[src/sv/crast_pkg.sv]
`default_nettype none

package crast_pkg;

   // Default coordinate width of the center and radius fields.
   localparam int COORD_BITS_DEFAULT = 10;

   // Midpoint decision constants.
   localparam int INIT_BIAS      = 3;
   localparam int STEP_BIAS_DIAG = 10;
   localparam int STEP_BIAS_AXIS = 6;

   // Operation codes of an input beat.
   typedef enum logic [0:0] {
      OP_START   = 1'b0,
      OP_ADVANCE = 1'b1
   } op_type;

endpackage

`default_nettype wire

[src/sv/crast_req_if.sv]
`default_nettype none

interface crast_req_if #(
   parameter int COORD_BITS = crast_pkg::COORD_BITS_DEFAULT
);
   logic                  valid;
   logic                  ready;
   logic                  operation;
   logic [COORD_BITS-1:0] center_x;
   logic [COORD_BITS-1:0] center_y;
   logic [COORD_BITS-1:0] radius;

   modport source (output valid, operation, center_x, center_y, radius, input ready);
   modport sink   (input valid, operation, center_x, center_y, radius, output ready);
endinterface

`default_nettype wire

[src/sv/crast_rsp_if.sv]
`default_nettype none

interface crast_rsp_if #(
   parameter int COORD_BITS = crast_pkg::COORD_BITS_DEFAULT
);
   logic                         valid;
   logic                         ready;
   logic signed [COORD_BITS+1:0] pixel_x;
   logic signed [COORD_BITS+1:0] pixel_y;
   logic                         pixel_valid;
   logic                         run_last;
   logic                         circle_done;

   modport source (output valid, pixel_x, pixel_y, pixel_valid, run_last, circle_done,
                   input ready);
   modport sink   (input valid, pixel_x, pixel_y, pixel_valid, run_last, circle_done,
                   output ready);
endinterface

`default_nettype wire

[src/sv/circle_rasterizer.sv]
`default_nettype none

// Midpoint circle generator. A start beat latches the center and radius and
// produces the eight mirror pixels of (0, r); each advance beat moves one point
// along the octant and produces its eight mirror pixels, the last one flagged
// circle_done once the octant is finished. An advance while no circle is running
// produces a single beat with pixel_valid low. The point update happens in the
// cycle an input beat is accepted; the pixels then leave through a registered
// output at one beat per cycle while the receiver is ready. The next input beat is
// accepted in the cycle the last pixel of the current point is loaded into the
// output register, so points stream without gaps.

module circle_rasterizer #(
   parameter int COORD_BITS = crast_pkg::COORD_BITS_DEFAULT
) (
   input  wire         clock,
   input  wire         reset,
   crast_req_if.sink   req_chan,
   crast_rsp_if.source rsp_chan
);
   import crast_pkg::*;

   localparam int POS_BITS = COORD_BITS + 1;
   localparam int DEC_BITS = COORD_BITS + 6;
   localparam int PIX_BITS = COORD_BITS + 2;

   // Generator state.
   logic signed [POS_BITS-1:0]   step_x_ff, step_x_in;
   logic signed [POS_BITS-1:0]   step_y_ff, step_y_in;
   logic signed [DEC_BITS-1:0]   decision_ff, decision_in;
   logic [COORD_BITS-1:0]        held_cx_ff, held_cx_in;
   logic [COORD_BITS-1:0]        held_cy_ff, held_cy_in;
   logic                         active_ff, active_in;

   // Pixel sequencer for the current point.
   logic                         busy_ff, busy_in;
   logic [2:0]                   idx_ff, idx_in;
   logic                         blank_ff, blank_in;
   logic                         done_pend_ff, done_pend_in;

   // Output register.
   logic                         rsp_valid_ff, rsp_valid_in;
   logic signed [PIX_BITS-1:0]   pix_x_ff, pix_x_in;
   logic signed [PIX_BITS-1:0]   pix_y_ff, pix_y_in;
   logic                         pix_valid_ff, pix_valid_in;
   logic                         last_ff, last_in;
   logic                         done_ff, done_in;

   logic                         load;
   logic                         last_pix;
   logic                         accept;
   logic                         is_start;

   // Point update terms.
   logic signed [POS_BITS-1:0]   adv_x;
   logic signed [POS_BITS-1:0]   adv_y;
   logic signed [DEC_BITS-1:0]   adv_x_ext;
   logic signed [DEC_BITS-1:0]   adv_y_ext;
   logic signed [DEC_BITS-1:0]   adv_dec;
   logic                         dec_positive;

   // Mirror terms.
   logic signed [POS_BITS-1:0]   mir_a;
   logic signed [POS_BITS-1:0]   mir_b;
   logic signed [PIX_BITS-1:0]   mir_a_ext;
   logic signed [PIX_BITS-1:0]   mir_b_ext;
   logic signed [PIX_BITS-1:0]   off_x;
   logic signed [PIX_BITS-1:0]   off_y;

   // Handshake control.
   assign load     = busy_ff && (!rsp_valid_ff || rsp_chan.ready);
   assign last_pix = blank_ff || (idx_ff == 3'd7);
   assign req_chan.ready = !busy_ff || (load && last_pix);
   assign accept   = req_chan.valid && req_chan.ready;
   assign is_start = (req_chan.operation == OP_START);

   // One midpoint step from the current point.
   always_comb begin
      dec_positive = !decision_ff[DEC_BITS-1] && (|decision_ff);
      adv_x        = step_x_ff + POS_BITS'(1);
      adv_y        = dec_positive ? (step_y_ff - POS_BITS'(1)) : step_y_ff;
      adv_x_ext    = {{(DEC_BITS-POS_BITS){adv_x[POS_BITS-1]}}, adv_x};
      adv_y_ext    = {{(DEC_BITS-POS_BITS){adv_y[POS_BITS-1]}}, adv_y};
      if (dec_positive) begin
         adv_dec = decision_ff + ((adv_x_ext - adv_y_ext) <<< 2)
                   + DEC_BITS'(STEP_BIAS_DIAG);
      end else begin
         adv_dec = decision_ff + (adv_x_ext <<< 2) + DEC_BITS'(STEP_BIAS_AXIS);
      end
   end

   // Next generator state on an accepted beat.
   always_comb begin
      step_x_in    = step_x_ff;
      step_y_in    = step_y_ff;
      decision_in  = decision_ff;
      held_cx_in   = held_cx_ff;
      held_cy_in   = held_cy_ff;
      active_in    = active_ff;
      blank_in     = blank_ff;
      done_pend_in = done_pend_ff;
      if (accept) begin
         if (is_start) begin
            step_x_in    = '0;
            step_y_in    = {1'b0, req_chan.radius};
            decision_in  = DEC_BITS'(INIT_BIAS)
                           - {{(DEC_BITS-COORD_BITS-1){1'b0}}, req_chan.radius, 1'b0};
            held_cx_in   = req_chan.center_x;
            held_cy_in   = req_chan.center_y;
            active_in    = 1'b1;
            blank_in     = 1'b0;
            done_pend_in = 1'b0;
         end else if (!active_ff) begin
            blank_in     = 1'b1;
            done_pend_in = 1'b1;
         end else begin
            step_x_in    = adv_x;
            step_y_in    = adv_y;
            decision_in  = adv_dec;
            blank_in     = 1'b0;
            done_pend_in = (adv_x > adv_y);
            active_in    = !(adv_x > adv_y);
         end
      end
   end

   // Sequencer: eight pixels per point, one for a blank beat.
   always_comb begin
      busy_in = busy_ff;
      idx_in  = idx_ff;
      if (accept) begin
         busy_in = 1'b1;
         idx_in  = '0;
      end else if (load) begin
         idx_in = idx_ff + 3'd1;
         if (last_pix) begin
            busy_in = 1'b0;
         end
      end
   end

   // Mirror selection: bit 2 swaps the axes, bits 0 and 1 negate them.
   always_comb begin
      mir_a     = idx_ff[2] ? step_y_ff : step_x_ff;
      mir_b     = idx_ff[2] ? step_x_ff : step_y_ff;
      mir_a_ext = {{(PIX_BITS-POS_BITS){mir_a[POS_BITS-1]}}, mir_a};
      mir_b_ext = {{(PIX_BITS-POS_BITS){mir_b[POS_BITS-1]}}, mir_b};
      off_x     = idx_ff[0] ? -mir_a_ext : mir_a_ext;
      off_y     = idx_ff[1] ? -mir_b_ext : mir_b_ext;
   end

   // Output register contents.
   always_comb begin
      rsp_valid_in = rsp_valid_ff;
      pix_x_in     = pix_x_ff;
      pix_y_in     = pix_y_ff;
      pix_valid_in = pix_valid_ff;
      last_in      = last_ff;
      done_in      = done_ff;
      if (load) begin
         rsp_valid_in = 1'b1;
         if (blank_ff) begin
            pix_x_in     = '0;
            pix_y_in     = '0;
            pix_valid_in = 1'b0;
            last_in      = 1'b1;
            done_in      = 1'b1;
         end else begin
            pix_x_in     = {2'b00, held_cx_ff} + off_x;
            pix_y_in     = {2'b00, held_cy_ff} + off_y;
            pix_valid_in = 1'b1;
            last_in      = (idx_ff == 3'd7);
            done_in      = (idx_ff == 3'd7) && done_pend_ff;
         end
      end else if (rsp_chan.ready) begin
         rsp_valid_in = 1'b0;
      end
   end

   // Control registers.
   always_ff @(posedge clock) begin
      if (reset) begin
         step_x_ff    <= '0;
         step_y_ff    <= '0;
         decision_ff  <= '0;
         held_cx_ff   <= '0;
         held_cy_ff   <= '0;
         active_ff    <= 1'b0;
         busy_ff      <= 1'b0;
         idx_ff       <= '0;
         blank_ff     <= 1'b0;
         done_pend_ff <= 1'b0;
         rsp_valid_ff <= 1'b0;
      end else begin
         step_x_ff    <= step_x_in;
         step_y_ff    <= step_y_in;
         decision_ff  <= decision_in;
         held_cx_ff   <= held_cx_in;
         held_cy_ff   <= held_cy_in;
         active_ff    <= active_in;
         busy_ff      <= busy_in;
         idx_ff       <= idx_in;
         blank_ff     <= blank_in;
         done_pend_ff <= done_pend_in;
         rsp_valid_ff <= rsp_valid_in;
      end
   end

   // Payload registers.
   always_ff @(posedge clock) begin
      pix_x_ff     <= pix_x_in;
      pix_y_ff     <= pix_y_in;
      pix_valid_ff <= pix_valid_in;
      last_ff      <= last_in;
      done_ff      <= done_in;
   end

   assign rsp_chan.valid       = rsp_valid_ff;
   assign rsp_chan.pixel_x     = pix_x_ff;
   assign rsp_chan.pixel_y     = pix_y_ff;
   assign rsp_chan.pixel_valid = pix_valid_ff;
   assign rsp_chan.run_last    = last_ff;
   assign rsp_chan.circle_done = done_ff;

endmodule

`default_nettype wire

[src/flat_wrapper.sv]
// flat-port wrapper written by rule: the top's interface ports become plain ports
module circle_rasterizer_flat import crast_pkg::*;
#(
   parameter int COORD_BITS = crast_pkg::COORD_BITS_DEFAULT
)
  (clock, reset, req_chan_valid, req_chan_operation, req_chan_center_x, req_chan_center_y, req_chan_radius, req_chan_ready, rsp_chan_valid, rsp_chan_pixel_x, rsp_chan_pixel_y, rsp_chan_pixel_valid, rsp_chan_run_last, rsp_chan_circle_done, rsp_chan_ready);
  crast_req_if #(.COORD_BITS(COORD_BITS)) req_chan_i ();
  crast_rsp_if #(.COORD_BITS(COORD_BITS)) rsp_chan_i ();
  input  wire clock;
  input  wire reset;
  input wire logic [$bits(req_chan_i.valid)-1:0] req_chan_valid;
  input wire logic [$bits(req_chan_i.operation)-1:0] req_chan_operation;
  input wire logic [$bits(req_chan_i.center_x)-1:0] req_chan_center_x;
  input wire logic [$bits(req_chan_i.center_y)-1:0] req_chan_center_y;
  input wire logic [$bits(req_chan_i.radius)-1:0] req_chan_radius;
  output wire logic [$bits(req_chan_i.ready)-1:0] req_chan_ready;
  output wire logic [$bits(rsp_chan_i.valid)-1:0] rsp_chan_valid;
  output wire logic [$bits(rsp_chan_i.pixel_x)-1:0] rsp_chan_pixel_x;
  output wire logic [$bits(rsp_chan_i.pixel_y)-1:0] rsp_chan_pixel_y;
  output wire logic [$bits(rsp_chan_i.pixel_valid)-1:0] rsp_chan_pixel_valid;
  output wire logic [$bits(rsp_chan_i.run_last)-1:0] rsp_chan_run_last;
  output wire logic [$bits(rsp_chan_i.circle_done)-1:0] rsp_chan_circle_done;
  input wire logic [$bits(rsp_chan_i.ready)-1:0] rsp_chan_ready;
  assign req_chan_i.valid = req_chan_valid;
  assign req_chan_i.operation = req_chan_operation;
  assign req_chan_i.center_x = req_chan_center_x;
  assign req_chan_i.center_y = req_chan_center_y;
  assign req_chan_i.radius = req_chan_radius;
  assign req_chan_ready = req_chan_i.ready;
  assign rsp_chan_valid = rsp_chan_i.valid;
  assign rsp_chan_pixel_x = rsp_chan_i.pixel_x;
  assign rsp_chan_pixel_y = rsp_chan_i.pixel_y;
  assign rsp_chan_pixel_valid = rsp_chan_i.pixel_valid;
  assign rsp_chan_run_last = rsp_chan_i.run_last;
  assign rsp_chan_circle_done = rsp_chan_i.circle_done;
  assign rsp_chan_i.ready = rsp_chan_ready;
  circle_rasterizer #(.COORD_BITS(COORD_BITS)) u_core (.clock(clock), .reset(reset), .req_chan(req_chan_i), .rsp_chan(rsp_chan_i));
endmodule
[config.mk]
export PLATFORM = sky130hd
export DESIGN_NAME = circle_rasterizer_flat
export DESIGN_NICKNAME = d
export VERILOG_FILES = /design/src/sv/crast_pkg.sv /design/src/sv/crast_req_if.sv /design/src/sv/crast_rsp_if.sv /design/src/sv/circle_rasterizer.sv /design/src/flat_wrapper.sv
export SDC_FILE = /design/constraint.sdc
export NUM_CORES = 1
export LEC_CHECK = 0
export ABC_AREA = 1
export BUFFER_PORTS_ARGS = -buffer_cell sky130_fd_sc_hd__buf_4
export CAP_MARGIN = 25
export CORE_MARGIN = 1.5
export CORE_UTILIZATION = 34
export CTS_CLUSTER_SIZE = 20
export DETAILED_ROUTE_END_ITERATION = 8
export SKIP_CTS_REPAIR_TIMING = 1
export SYNTH_ARGS = -nofsm -noshare
export SYNTH_HDL_FRONTEND = slang
export SYNTH_SLANG_ARGS = --single-unit
[constraint.sdc]
create_clock -name clock -period 5.3 [get_ports clock]
set_clock_uncertainty 0.1 [all_clocks]
set_input_delay 0 -clock clock [delete_from_list [all_inputs] [get_ports clock]]
set_output_delay 0 -clock clock [all_outputs]
set_load 0.005 [all_outputs]
== After elaboration in Yosys (flattened, before gate mapping) ==
Index checks and enable logic that the tools add are counted.
Operators by class
  equality and inequality tests: 2
  $add $sub $neg: 13
  bitwise logic cells: 1
  reductions and logical operators: 20
  multiplexer cells: 24
  magnitude comparators: 1
Operators by type and width (number)
  $mux W11: 7
  $mux W16: 3
  $add A10 B12 Y12: 2
  $mux W12: 2
  $neg A11 Y12: 2
  $add A16 B13 Y16: 1
  $add A16 B16 Y16: 1
  $add A16 B4 Y16 const B: 1
  $add A16 B5 Y16 const B: 1
  $reduce_or A16 Y1: 1
  $mux W1: 12
  $sub A11 B11 Y12: 1
  $sub A2 B11 Y12 const A: 1
  $add A11 B2 Y11 const B: 1
  $gt A11 B11 Y1: 1
  $sub A11 B2 Y11 const B: 1
  $reduce_and A2 Y1: 3
  $reduce_bool A2 Y1: 3
  $logic_and A1 B1 Y1: 5
  $logic_not A1 Y1: 4
  $add A3 B1 Y3 const B: 1
  $eq A3 B3 Y1 const B: 1
  $logic_or A1 B1 Y1: 3
  $ne A2 B1 Y1 const B: 1
  other kinds (2): 2
Storage, ports and cells
  register bits: 93
  input port bits: 35
  output and inout bits: 29

== Depth between registers and ports, before layout ==
Gate-level depths: netlist (run 1).
  word-level depth: 9
  gate-level depth with buffers: 32
  mapped depth without buffers: 31

== Least setup slack after synthesis (run 1) ==
OpenSTA, ideal clock, no wires.
  path kind: register to register
  from: reg u_core.decision_ff[8]
  to: reg u_core.decision_ff[15]
  arrival: 3757 ps
  path buffers: 1
  cell stages (with the launch flop): 28
  clock period less this slack: 3970 ps
  slack: 1330 ps
  cell sequence: dfxtp_1 -> nor4_1 -> nand3_1 -> nand2_1 -> buf_2 -> xor2_1 -> ha_1 -> fa_1 -> o21ai_0 -> nand2_1 -> a21oi_1 -> nor2_1 -> xor2_1 -> inv_1 -> ha_1 -> ha_1 -> a21oi_1 -> nor2_1 -> nor2_1 -> nor2_1 -> nor2_1 -> nand2_1 -> inv_1 -> nand2_1 -> nand3_1 -> nand2_1 -> nand2_1 -> nand2_1
On the way
  cells in the longest elaborated chain, start to end: 9
Ends and longest elaborated chain
  from (decl): RTL line circle_rasterizer.sv:30  | logic signed [DEC_BITS-1:0] decision_ff, decision_in;
  from (signal assigned): RTL line circle_rasterizer.sv:197  | decision_ff <= decision_in;
  $reduce_or A16 Y1: RTL line circle_rasterizer.sv:79  | dec_positive = !decision_ff[DEC_BITS-1] && (|decision_ff);
  $logic_and A1 B1 Y1: RTL line circle_rasterizer.sv:79
  $mux W11: RTL line circle_rasterizer.sv:81  | adv_y = dec_positive ? (step_y_ff - POS_BITS'(1)) : step_y_ff;
  $sub A11 B11 Y12: RTL line circle_rasterizer.sv:85  | adv_dec = decision_ff + ((adv_x_ext - adv_y_ext) <<< 2)
  $add A16 B16 Y16: RTL line circle_rasterizer.sv:85
  $add A16 B5 Y16: RTL line circle_rasterizer.sv:86  | + DEC_BITS'(STEP_BIAS_DIAG);
  $mux W16 *: RTL line circle_rasterizer.sv:84  | if (dec_positive) begin
  $mux W16 *: RTL line circle_rasterizer.sv:113  | end else if (!active_ff) begin
  $mux W16 *: RTL line circle_rasterizer.sv:103  | if (is_start) begin
Every way passes the cells marked *; elsewhere a longest branch is shown, timed or not. The select of a mux whose other input is x is not followed.
A chain may end at the register's enable or synchronous reset.

== Final worst setup path (run 1) ==
  from: reg u_core.decision_ff[12]
  to: reg u_core.decision_ff[15]
The elaborated chain is that of the path after synthesis.

==> summary.txt, run 1 <==
Power
  – Combinational share of power: 0.493
  – Clock power frac: 0.218
  – Register share of total power: 0.289
  – Leak: 4.61 nW
  – VDD IR max: 0.148 mV
  – Cell-internal power: 1.67 mW
  – P per Cell Area: 308 mW/mm^2
  – Psw: 1.29 mW
  – Sw Ratio: 0.435

STA
  – Slew HR: 0.473
  – RSZ-0062 raised after global routing: false
  – Share of the clock period used by the worst path: 0.902
  – Tightest Pin Transition: 0.790 ns
  – Final Hold Vio Count: 4
  – Worst hold slack: -0.0773 ns
  – Fin Setup TNS: 0 ns
  – Fin. max-slew vios: 0
  – Fin crit period: 4.78 ns
  – Final setup fails: 0
  – Max Clk Rate: 0.209 GHz

Routing
  – Final ANT Viol Nets: 0
  – DRC: 0
  – WL final: 24.0 mm
  – Drt first pass iters: 5
  – WL/cell: 15.1 um
  – Vias: 7907
  – Vias/cell: 4.97
  – DRT iter0 DRCs: 500

Layout
  – Final #Nets: 1396
  – Seq. cell area: 0.00213 mm^2
  – Area grow syn2layout: 16.4%
  – Layout cell share with drive strength beyond 1: 0.115
  – Ant. Diodes: 0
  – Design Area, Final: 0.00959 mm^2
  – Fillers: 2497
  – Multi-input logic area: 0.00535 mm^2

Clock tree
  – CTS Buffer Depth: 2
  – CTS tree: built
  – Worst-path clk slew: 0.08 ns
  – Clock Latency Late Sink: 0.36 ns
  – Num CTS Buffers: 9
  – CTS Sinks: 93
  – H-tree levels: 3
  – Root buffer cell: clkbuf_16

Place
  – Port bufs: 63
  – Post-DP Area: 0.00902 mm^2
  – Final Wtd Congestion: 0.885
  – Dpl hpwl: 18.9 mm

Floorplanning
  – Core area: 0.0236 mm^2
  – Die area: 0.0252 mm^2
  – Ports: 64
  – DIE WIDTH: 159 um
  – Die Height: 159 um
  – Site Rows: 56
  – Initial Util: 0.349

Critical path
  – Worst EP required: 5.45 ns
  – Critical path arrival: 4.94 ns
  – CP endpoint kind: flip-flop
  – Critical path fanouts, max: 12
  – Crit path kind: reg2reg
  – Reg2reg start: u_core.decision_ff[12]
  – Setup crit start: u_core.decision_ff[12]
  – CP Launch Type: flip-flop

GRT
  – Pin count of the biggest net entering global routing: 36
  – First-pass GRT wire length: 38.1 mm
  – Vias in the first global route: 7344
  – GR Overflow Total: 0
  – Global Route Usage Sum: 0.196
  – Antenna violations before repair: 0

Outcome
  – Status: finished with violations
  – Violated checks: hold timing

Logic synthesis
  – Yosys warnings: 0
  – Mapped cell area: 0.00824 mm^2
  – Top_reg_cell synth: dfxtp_1
  – Net count after synthesis: 1312
  – Syn Area/Cell: 6.97 um^2
  – Number of synthesized flops with an enable pin: 27
  – Unique masters post-synth: 46
  – Syn Inst Count: 1182
  – Yosys reg bits: 93
  – Asr flop ratio synth: 0
  – Seq/Total Area, Yosys: 0.259

Run
  – Max-Cap Viols: 0

Worst hold path
  – Hold WC Path Type: in2reg
  – Worst hold start: req_chan_radius[8]
==> power groups by stage <==
| stage | Sequential, mW | Combinational (mW) | Clock [mW] |
|---|---|---|---|
| floorplan | 0.848 | 1.06 | 0 |
| global placement | 0.867 | 1.42 | 0 |
| detailed placement | 0.868 | 1.42 | 0 |
| CTS | 0.851 | 1.43 | 0.656 |
| global route | 0.861 | 1.66 | 0.677 |
| finish | 0.852 | 1.45 | 0.644 |
==> state kept, by name, indices dropped and copies added (netlist names) <==
register	flops
u_core.busy_ff	1
u_core.idx_ff	3
u_core.step_x_ff	11
u_core.rsp_chan.circle_done	1
u_core.active_ff	1
u_core.rsp_chan.valid	1
u_core.decision_ff	16
u_core.rsp_chan.pixel_x	12
u_core.held_cx_ff	10
u_core.blank_ff	1
u_core.rsp_chan.pixel_y	12
u_core.rsp_chan.pixel_valid	1
u_core.step_y_ff	11
u_core.rsp_chan.run_last	1
u_core.done_pend_ff	1
u_core.held_cy_ff	10
==> synth_stat cells, types with 7 or more instances <==
| master | number | area, um^2 |
|---|---|---|
| dfxtp_1 | 66 | 1320 |
| inv_1 | 140 | 526 |
| nand2_1 | 241 | 905 |
| nand4_1 | 13 | 81.3 |
| edfxtp_1 | 27 | 811 |
| ha_1 | 90 | 1130 |
| a21oi_1 | 96 | 480 |
| o22ai_1 | 13 | 81.3 |
| clkbuf_1 | 13 | 48.8 |
| o21ai_2 | 11 | 96.3 |
| nand3_1 | 54 | 270 |
| nor2_1 | 126 | 473 |
| buf_2 | 7 | 35.0 |
| a31oi_1 | 10 | 62.6 |
| o21ai_1 | 10 | 50.1 |
| xnor2_1 | 15 | 131 |
| nand2_2 | 17 | 106 |
| inv_2 | 9 | 33.8 |
| xor2_1 | 42 | 368 |
| nor3_1 | 13 | 65.1 |
| o21ai_0 | 109 | 546 |
==> critical path, cell delays in order (launching register included) <==
cell     delay, ns
dfxtp_1       0.35
nor3_1        0.37
nand3_1       0.13
nand2_1       0.32
inv_2         0.16
o21ai_0       0.26
inv_1         0.11
ha_1          0.33
inv_1         0.08
nor3_1        0.28
nand2_1       0.11
nand2_1       0.13
nand2_1       0.09
nand2_1       0.08
xor2_1        0.24
ha_1          0.28
ha_1          0.37
nand2_1       0.13
nor2_1        0.15
inv_1         0.05
nor2_1        0.10
nor2_1        0.05
nand2_1       0.09
nand3_1       0.10
nand3_1       0.09
nand2_1       0.05
nand2_1       0.05
nand2_1       0.04
==> final cells by class <==
cell class,count,area share
Clock inverter,7,0.00574
Tap cell,319,0.0416
Timing Repair Buffer,102,0.0895
Clock buffer,9,0.0235
Inverter,151,0.0592
Sequential cell,93,0.222
Multi-Input combinational cell,909,0.558
==> cell families (layout without fill, tap and decap cells) <==
group | after synthesis | count (layout) | share of synthesized area
xor gates and xnor gates | 58 | 58 | 0.0626
adders and majority gates | 95 | 95 | 0.149
buffers and inverters | 180 | 269 | 0.0916
AOI/OAI and AO/OA | 272 | 272 | 0.185
DFF | 93 | 93 | 0.259
and+or+nand+nor | 484 | 484 | 0.253
==> layer usage <==
metal	GRT usage	part of all wire	wire length, um
met1	0.261	0.47	11300
met5	0	0	0
met4	0.0543	0.020	473
met2	0.332	0.46	11200
met3	0.0231	0.046	1110
==> stage by stage <==
stage | util | total power [mW] | hold slack (ns) | cells | setup WS, ns
after floorplan | - | 1.91 | -0.0309 | 1182 | 1.33
after global placement | 0.381 | 2.29 | 0.122 | 1544 | 0.590
after detailed placement | 0.382 | 2.29 | 0.127 | 1545 | 0.569
after CTS | 0.394 | 2.94 | -0.248 | 1561 | 0.521
after global routing | 0.406 | 3.19 | 0.00520 | 1590 | 0.0377
final | 0.406 | 2.95 | -0.0773 | 1590 | 0.517
==> cells in the final DEF, fill, tap and decap left out, types with 4 or more instances in the layout <==
| cell | count |
|---|---|
| a21oi_1 | 96 |
| a31oi_1 | 10 |
| buf_4 | 72 |
| clkbuf_16 | 9 |
| dfxtp_1 | 65 |
| dlygate4sd3_1 | 29 |
| edfxtp_1 | 27 |
| fa_1 | 5 |
| ha_1 | 90 |
| inv_1 | 140 |
| inv_2 | 9 |
| nand2_1 | 241 |
| nand2_2 | 17 |
| nand3_1 | 54 |
| nand4_1 | 13 |
| nor2_1 | 126 |
| nor2_4 | 5 |
| nor3_1 | 13 |
| nor4_1 | 4 |
| o211ai_1 | 6 |
| o21a_1 | 5 |
| o21ai_0 | 109 |
| o21ai_1 | 10 |
| o21ai_2 | 11 |
| o22ai_1 | 13 |
| xnor2_1 | 15 |
| xor2_1 | 42 |
==> path summary, 6_finish.rpt <==
check | endpoint | cells after the start | slack (ns)
max | u_core.decision_ff[15] | 27 | 0.52
min | u_core.step_y_ff[8] | 5 | -0.08
max reg2reg | u_core.decision_ff[15] | 27 | 0.52
min reg2reg | u_core.decision_ff[0] | 2 | 0.36
Note: power is estimated with default switching activity, not from simulation.
==> inputs of run 2 (changes only) <==
- CORE_MARGIN: 1.5 -> 1
==> summary.txt, run 2 (synthesized netlist as in run 1, its figures left out) <==
Critical path
  – Crit path kind: reg2reg
  – R2R cell count: 25
  – Worst EP required: 5.44 ns
  – Critical path arrival: 4.79 ns
  – R2R Setup Slk: 0.65 ns
  – Slowest CP cell: nor4_1
  – Crit path buffers/inverters: 2
  – WP depth: 25
  – CP Launch Type: flip-flop
  – Critical path fanouts, max: 14
  – Crit-path leading delay family: simple AND/OR/NAND/NOR gates
  – CP endpoint kind: flip-flop
  – CP peak stage delay: 0.38 ns
  – Crit path top cell by count: nand2_1

Layout
  – Area grow syn2layout: 16.6%
  – Most frequent cells in the layout: 241 x nand2_1, 140 x inv_1, 126 x nor2_1
  – Ant. Diodes: 0
  – Largest register FFs: 16
  – Final #Nets: 1395
  – Layout cell share with drive strength beyond 1: 0.113
  – Biggest register: u_core.decision_ff
  – Non-filler cells in the finished layout: 1589
  – Most common cell after layout, fill and taps aside: nand2_1

Floorplanning
  – Ports: 64
  – Core area: 0.0236 mm^2
  – Die area: 0.0249 mm^2
  – Die Height: 158 um
  – DIE WIDTH: 158 um
  – Site Rows: 56
  – Initial Util: 0.349

Routing
  – WL final: 24.1 mm
  – Vias/cell: 5.02
  – Drt first pass iters: 7
  – Vias: 7970
  – DRC: 0
  – DRT iter0 DRCs: 494
  – Final ANT Viol Nets: 0
  – WL/cell: 15.2 um

Place
  – Inst Count DP: 1543
  – Final Wtd Congestion: 0.932
  – Dpl hpwl: 18.9 mm
  – Port bufs: 63

GRT
  – Global Route Usage Sum: 0.195
  – First-pass GRT wire length: 37.5 mm
  – GR Overflow Total: 0
  – Pin count of the biggest net entering global routing: 29
  – Antenna violations before repair: 0
  – Vias in the first global route: 7347

STA
  – Share of the clock period used by the worst path: 0.878
  – Fin crit period: 4.65 ns
  – Fin Setup TNS: 0 ns
  – Worst hold slack: -0.0572 ns
  – Final setup fails: 0
  – Max Clk Rate: 0.215 GHz
  – Tightest Pin Transition: 0.951 ns
  – RSZ-0062 raised after global routing: false
  – Final Hold Vio Count: 5
  – Slew HR: 0.362
  – Fin. max-slew vios: 0

Clock tree
  – Clock Latency Late Sink: 0.36 ns
  – CTS Sinks: 93
  – Root buffer cell: clkbuf_16
  – CTS Buffer Depth: 2
  – H-tree levels: 3
  – Worst-path clk slew: 0.07 ns
  – Num CTS Buffers: 9
  – CTS tree: built

Power
  – Leak: 4.60 nW
  – VDD IR max: 0.175 mV
  – P per Cell Area: 311 mW/mm^2
  – Final Power: 2.99 mW

Worst hold path
  – WHS Path Cells: 4
  – Hold WC Path Type: in2reg

Outcome
  – Violated checks: hold timing
  – Status: finished with violations

Run
  – Max-Cap Viols: 0
run 2: cell types whose count changed in the layout (fill, tap and decap cells not counted), sizes merged:
cell / previous run / this run
clkinv: 6 / 3
buf: 73 / 71
clkinvlp: 0 / 2
bufinv: 0 / 1
clkbuf: 9 / 10
dlygate4sd3: 29 / 30
inv: 152 / 151
run 2: worst paths after layout:
kind / from / endpoint
hold / removal: req_chan_radius[3] / u_core.decision_ff[4]
setup reg to reg: u_core.decision_ff[8] / u_core.decision_ff[13]
setup / recovery: u_core.decision_ff[8] / u_core.decision_ff[13]
hold reg to reg: u_core.decision_ff[0] / u_core.decision_ff[0]
run 2: layout make-up:
cell class | count | area (um^2)
Clock buffer | 10 | 229
Timing Repair Buffer | 101 | 853
Sequential cell | 93 | 2130
Tap cell | 319 | 399
Inverter | 151 | 568
Clock inverter | 6 | 70.1
Multi-Input combinational cell | 909 | 5350
Fill cell | 2461 | 14000
run 2: report_power, final:
part	internal, mW	switching, mW	total, mW
registers	0.797	0.0561	0.853
clock network	0.371	0.313	0.684
logic	0.540	0.913	1.45
run 2: stage by stage:
step	hold slack, ns	setup slack [ns]	cell area, um^2	util
floorplan	-0.0309	1.33	8240	-
global placement	0.122	0.736	8980	0.380
detailed placement	0.125	0.669	9000	0.381
CTS	-0.244	0.626	9300	0.394
global route	0.0124	0.256	9600	0.407
finish	-0.0572	0.648	9600	0.407
run 2: per-layer routing:
metal / up-vias / part of all wire / track usage
met5: - / 0 / 0
met4: 0 / 0.024 / 0.0693
met3: 36 / 0.040 / 0.0227
met2: 205 / 0.46 / 0.328
met1: 3624 / 0.47 / 0.257
li1: 4105 / - / -
run 2: worst register-to-register path: cells and delay by family, from the launching register on:
family                     cells  cell delay [ns]
xor gates and xnor gates       1             0.18
and+or+nand+nor               11             1.63
buffers and inverters          2             0.27
AOI/OAI and AO/OA              8             1.12
DFF                            1             0.36
adders and majority gates      3             0.88
==> inputs of run 3 (changes only) <==
- MAX_ROUTING_LAYER: not set -> met4
==> summary.txt, run 3 (synthesized netlist as in run 1, its figures left out) <==
Layout
  – Ant. Diodes: 0
  – Layout cell share with drive strength beyond 1: 0.114
  – Most common cell after layout, fill and taps aside: nand2_1
  – Area grow syn2layout: 16.8%
  – Final #Nets: 1396
  – Most frequent cells in the layout: 241 x nand2_1, 140 x inv_1, 126 x nor2_1
  – Non-filler cells in the finished layout: 1590
  – Design Area, Final: 0.00962 mm^2
  – Fin util: 0.407
  – Biggest register: u_core.decision_ff
  – Largest register FFs: 16

GRT
  – Global Route Usage Sum: 0.205
  – First-pass GRT wire length: 38.3 mm
  – GR Overflow Total: 0
  – Pin count of the biggest net entering global routing: 36
  – Antenna violations before repair: 0
  – Vias in the first global route: 7418

STA
  – Fin crit period: 4.71 ns
  – Fin Setup TNS: 0 ns
  – RSZ-0062 raised after global routing: false
  – Max Clk Rate: 0.212 GHz
  – Fin. max-slew vios: 0
  – Share of the clock period used by the worst path: 0.889
  – Final setup fails: 0
  – Worst hold slack: -0.0128 ns
  – Slew HR: 0.381
  – Tightest Pin Transition: 0.923 ns
  – Final Hold Vio Count: 1

Floorplanning
  – Die area: 0.0249 mm^2
  – Core area: 0.0236 mm^2
  – Site Rows: 56
  – Ports: 64
  – Die Height: 158 um
  – Initial Util: 0.349
  – DIE WIDTH: 158 um

Outcome
  – Status: finished with violations
  – Violated checks: hold timing

Routing
  – Vias: 7999
  – Final ANT Viol Nets: 0
  – WL final: 24.2 mm
  – Vias/cell: 5.03
  – DRT iter0 DRCs: 432
  – DRC: 0
  – Drt first pass iters: 5
  – WL/cell: 15.2 um

Worst hold path
  – Hold endpoint: u_core.busy_ff
  – WHS Path Cells: 6
  – Worst hold start: rsp_chan_ready
  – Hold WC Path Type: in2reg

Critical path
  – R2R Setup Slk: 0.59 ns
  – CP endpoint kind: flip-flop
  – CP Launch Type: flip-flop
  – Worst reg2reg path endpoint: u_core.decision_ff[13]
  – Critical path fanouts, max: 13
  – Reg2reg start: u_core.decision_ff[12]
  – R2R cell count: 25
  – Worst EP required: 5.43 ns
  – Critical path arrival: 4.84 ns
  – Crit path kind: reg2reg

Place
  – Final Wtd Congestion: 0.916
  – Dpl hpwl: 19.1 mm
  – Port bufs: 63
  – Inst Count DP: 1543
  – Post-DP Area: 0.00900 mm^2

Run
  – Max-Cap Viols: 0

Clock tree
  – Root buffer cell: clkbuf_16
  – CTS Buffer Depth: 2
  – CTS tree: built
  – Num CTS Buffers: 9
  – Clock Latency Late Sink: 0.36 ns
  – CTS Sinks: 93
  – H-tree levels: 3
  – Worst-path clk slew: 0.07 ns

Power
  – Register share of total power: 0.284
  – Cell-internal power: 1.71 mW
  – VDD IR max: 0.157 mV
  – Sw Ratio: 0.429
  – Combinational share of power: 0.484
  – Leak: 4.62 nW
  – Psw: 1.29 mW
  – P per Cell Area: 312 mW/mm^2
  – Clock power frac: 0.232
-- run 3: cell types whose count changed in the layout (fill, tap and decap cells not counted), sizes merged --
cell,before,now
dlygate4sd3,30,31
clkbuf,10,9
clkinvlp,2,1
inv,151,153
-- run 3: through the flow --
| stage | setup slack [ns] | power (mW) |
|---|---|---|
| floorplan | 1.33 | 1.91 |
| global placement | 0.719 | 2.28 |
| detailed placement | 0.686 | 2.29 |
| CTS | 0.652 | 3.00 |
| global route | 0.102 | 3.26 |
| finish | 0.591 | 3.00 |
-- run 3: worst max-delay path by stage --
stage | from | to | slack (ns) | cells after the start
4_1_cts | u_core.decision_ff[8] | u_core.decision_ff[13] | 0.65 | 25
3_5_place_dp | u_core.decision_ff[8] | u_core.decision_ff[13] | 0.69 | 25
6_report | u_core.decision_ff[12] | u_core.decision_ff[13] | 0.59 | 25
3_3_place_gp | u_core.decision_ff[8] | u_core.decision_ff[13] | 0.72 | 25
5_1_grt | u_core.decision_ff[12] | u_core.decision_ff[14] | 0.10 | 25
2_1_floorplan | u_core.decision_ff[8] | u_core.decision_ff[15] | 1.33 | 27
-- run 3: layout make-up --
class                   count  area (um^2)
well taps                 319          399
repair buffers            102          863
inverters                 151          568
clock buffers               9          225
fillers                  2498        14000
clock inverters             7         80.1
flip-flops and latches     93         2130
multi-input cells         909         5350
-- run 3: per-layer routing --
metal  routed length, um  global-route usage  part of all wire  up-vias
met5                   0                   -                 0        -
met4                 471              0.0666             0.019        0
met3                 912              0.0172             0.038       25
met2               11300               0.336              0.47      181
met1               11500               0.266              0.47     3677
li1                    -                   -                 -     4116
-- run 3: critical path, stage by stage, from the launching register on --
cell     delay, ns
dfxtp_1       0.36
nor3_1        0.39
nand3_1       0.14
nand2_1       0.30
inv_2         0.19
nand3_1       0.11
nand2_1       0.07
inv_1         0.06
ha_1          0.27
a21oi_1       0.16
nand2_1       0.14
a31oi_1       0.26
o21ai_0       0.18
a31oi_1       0.19
xor2_1        0.19
ha_1          0.25
ha_1          0.35
nand2_1       0.12
nor2_1        0.16
nand3_1       0.10
nand3_1       0.12
a21oi_1       0.06
o21ai_0       0.07
o21ai_0       0.10
nand2_1       0.06
o21ai_0       0.08
-- run 3: power by group through the flow --
stage | registers [mW] | clock network (mW) | logic (mW)
2_1_floorplan | 0.848 | 0 | 1.06
3_3_place_gp | 0.868 | 0 | 1.41
3_5_place_dp | 0.869 | 0 | 1.42
4_1_cts | 0.852 | 0.714 | 1.43
5_1_grt | 0.861 | 0.740 | 1.66
6_report | 0.853 | 0.695 | 1.45
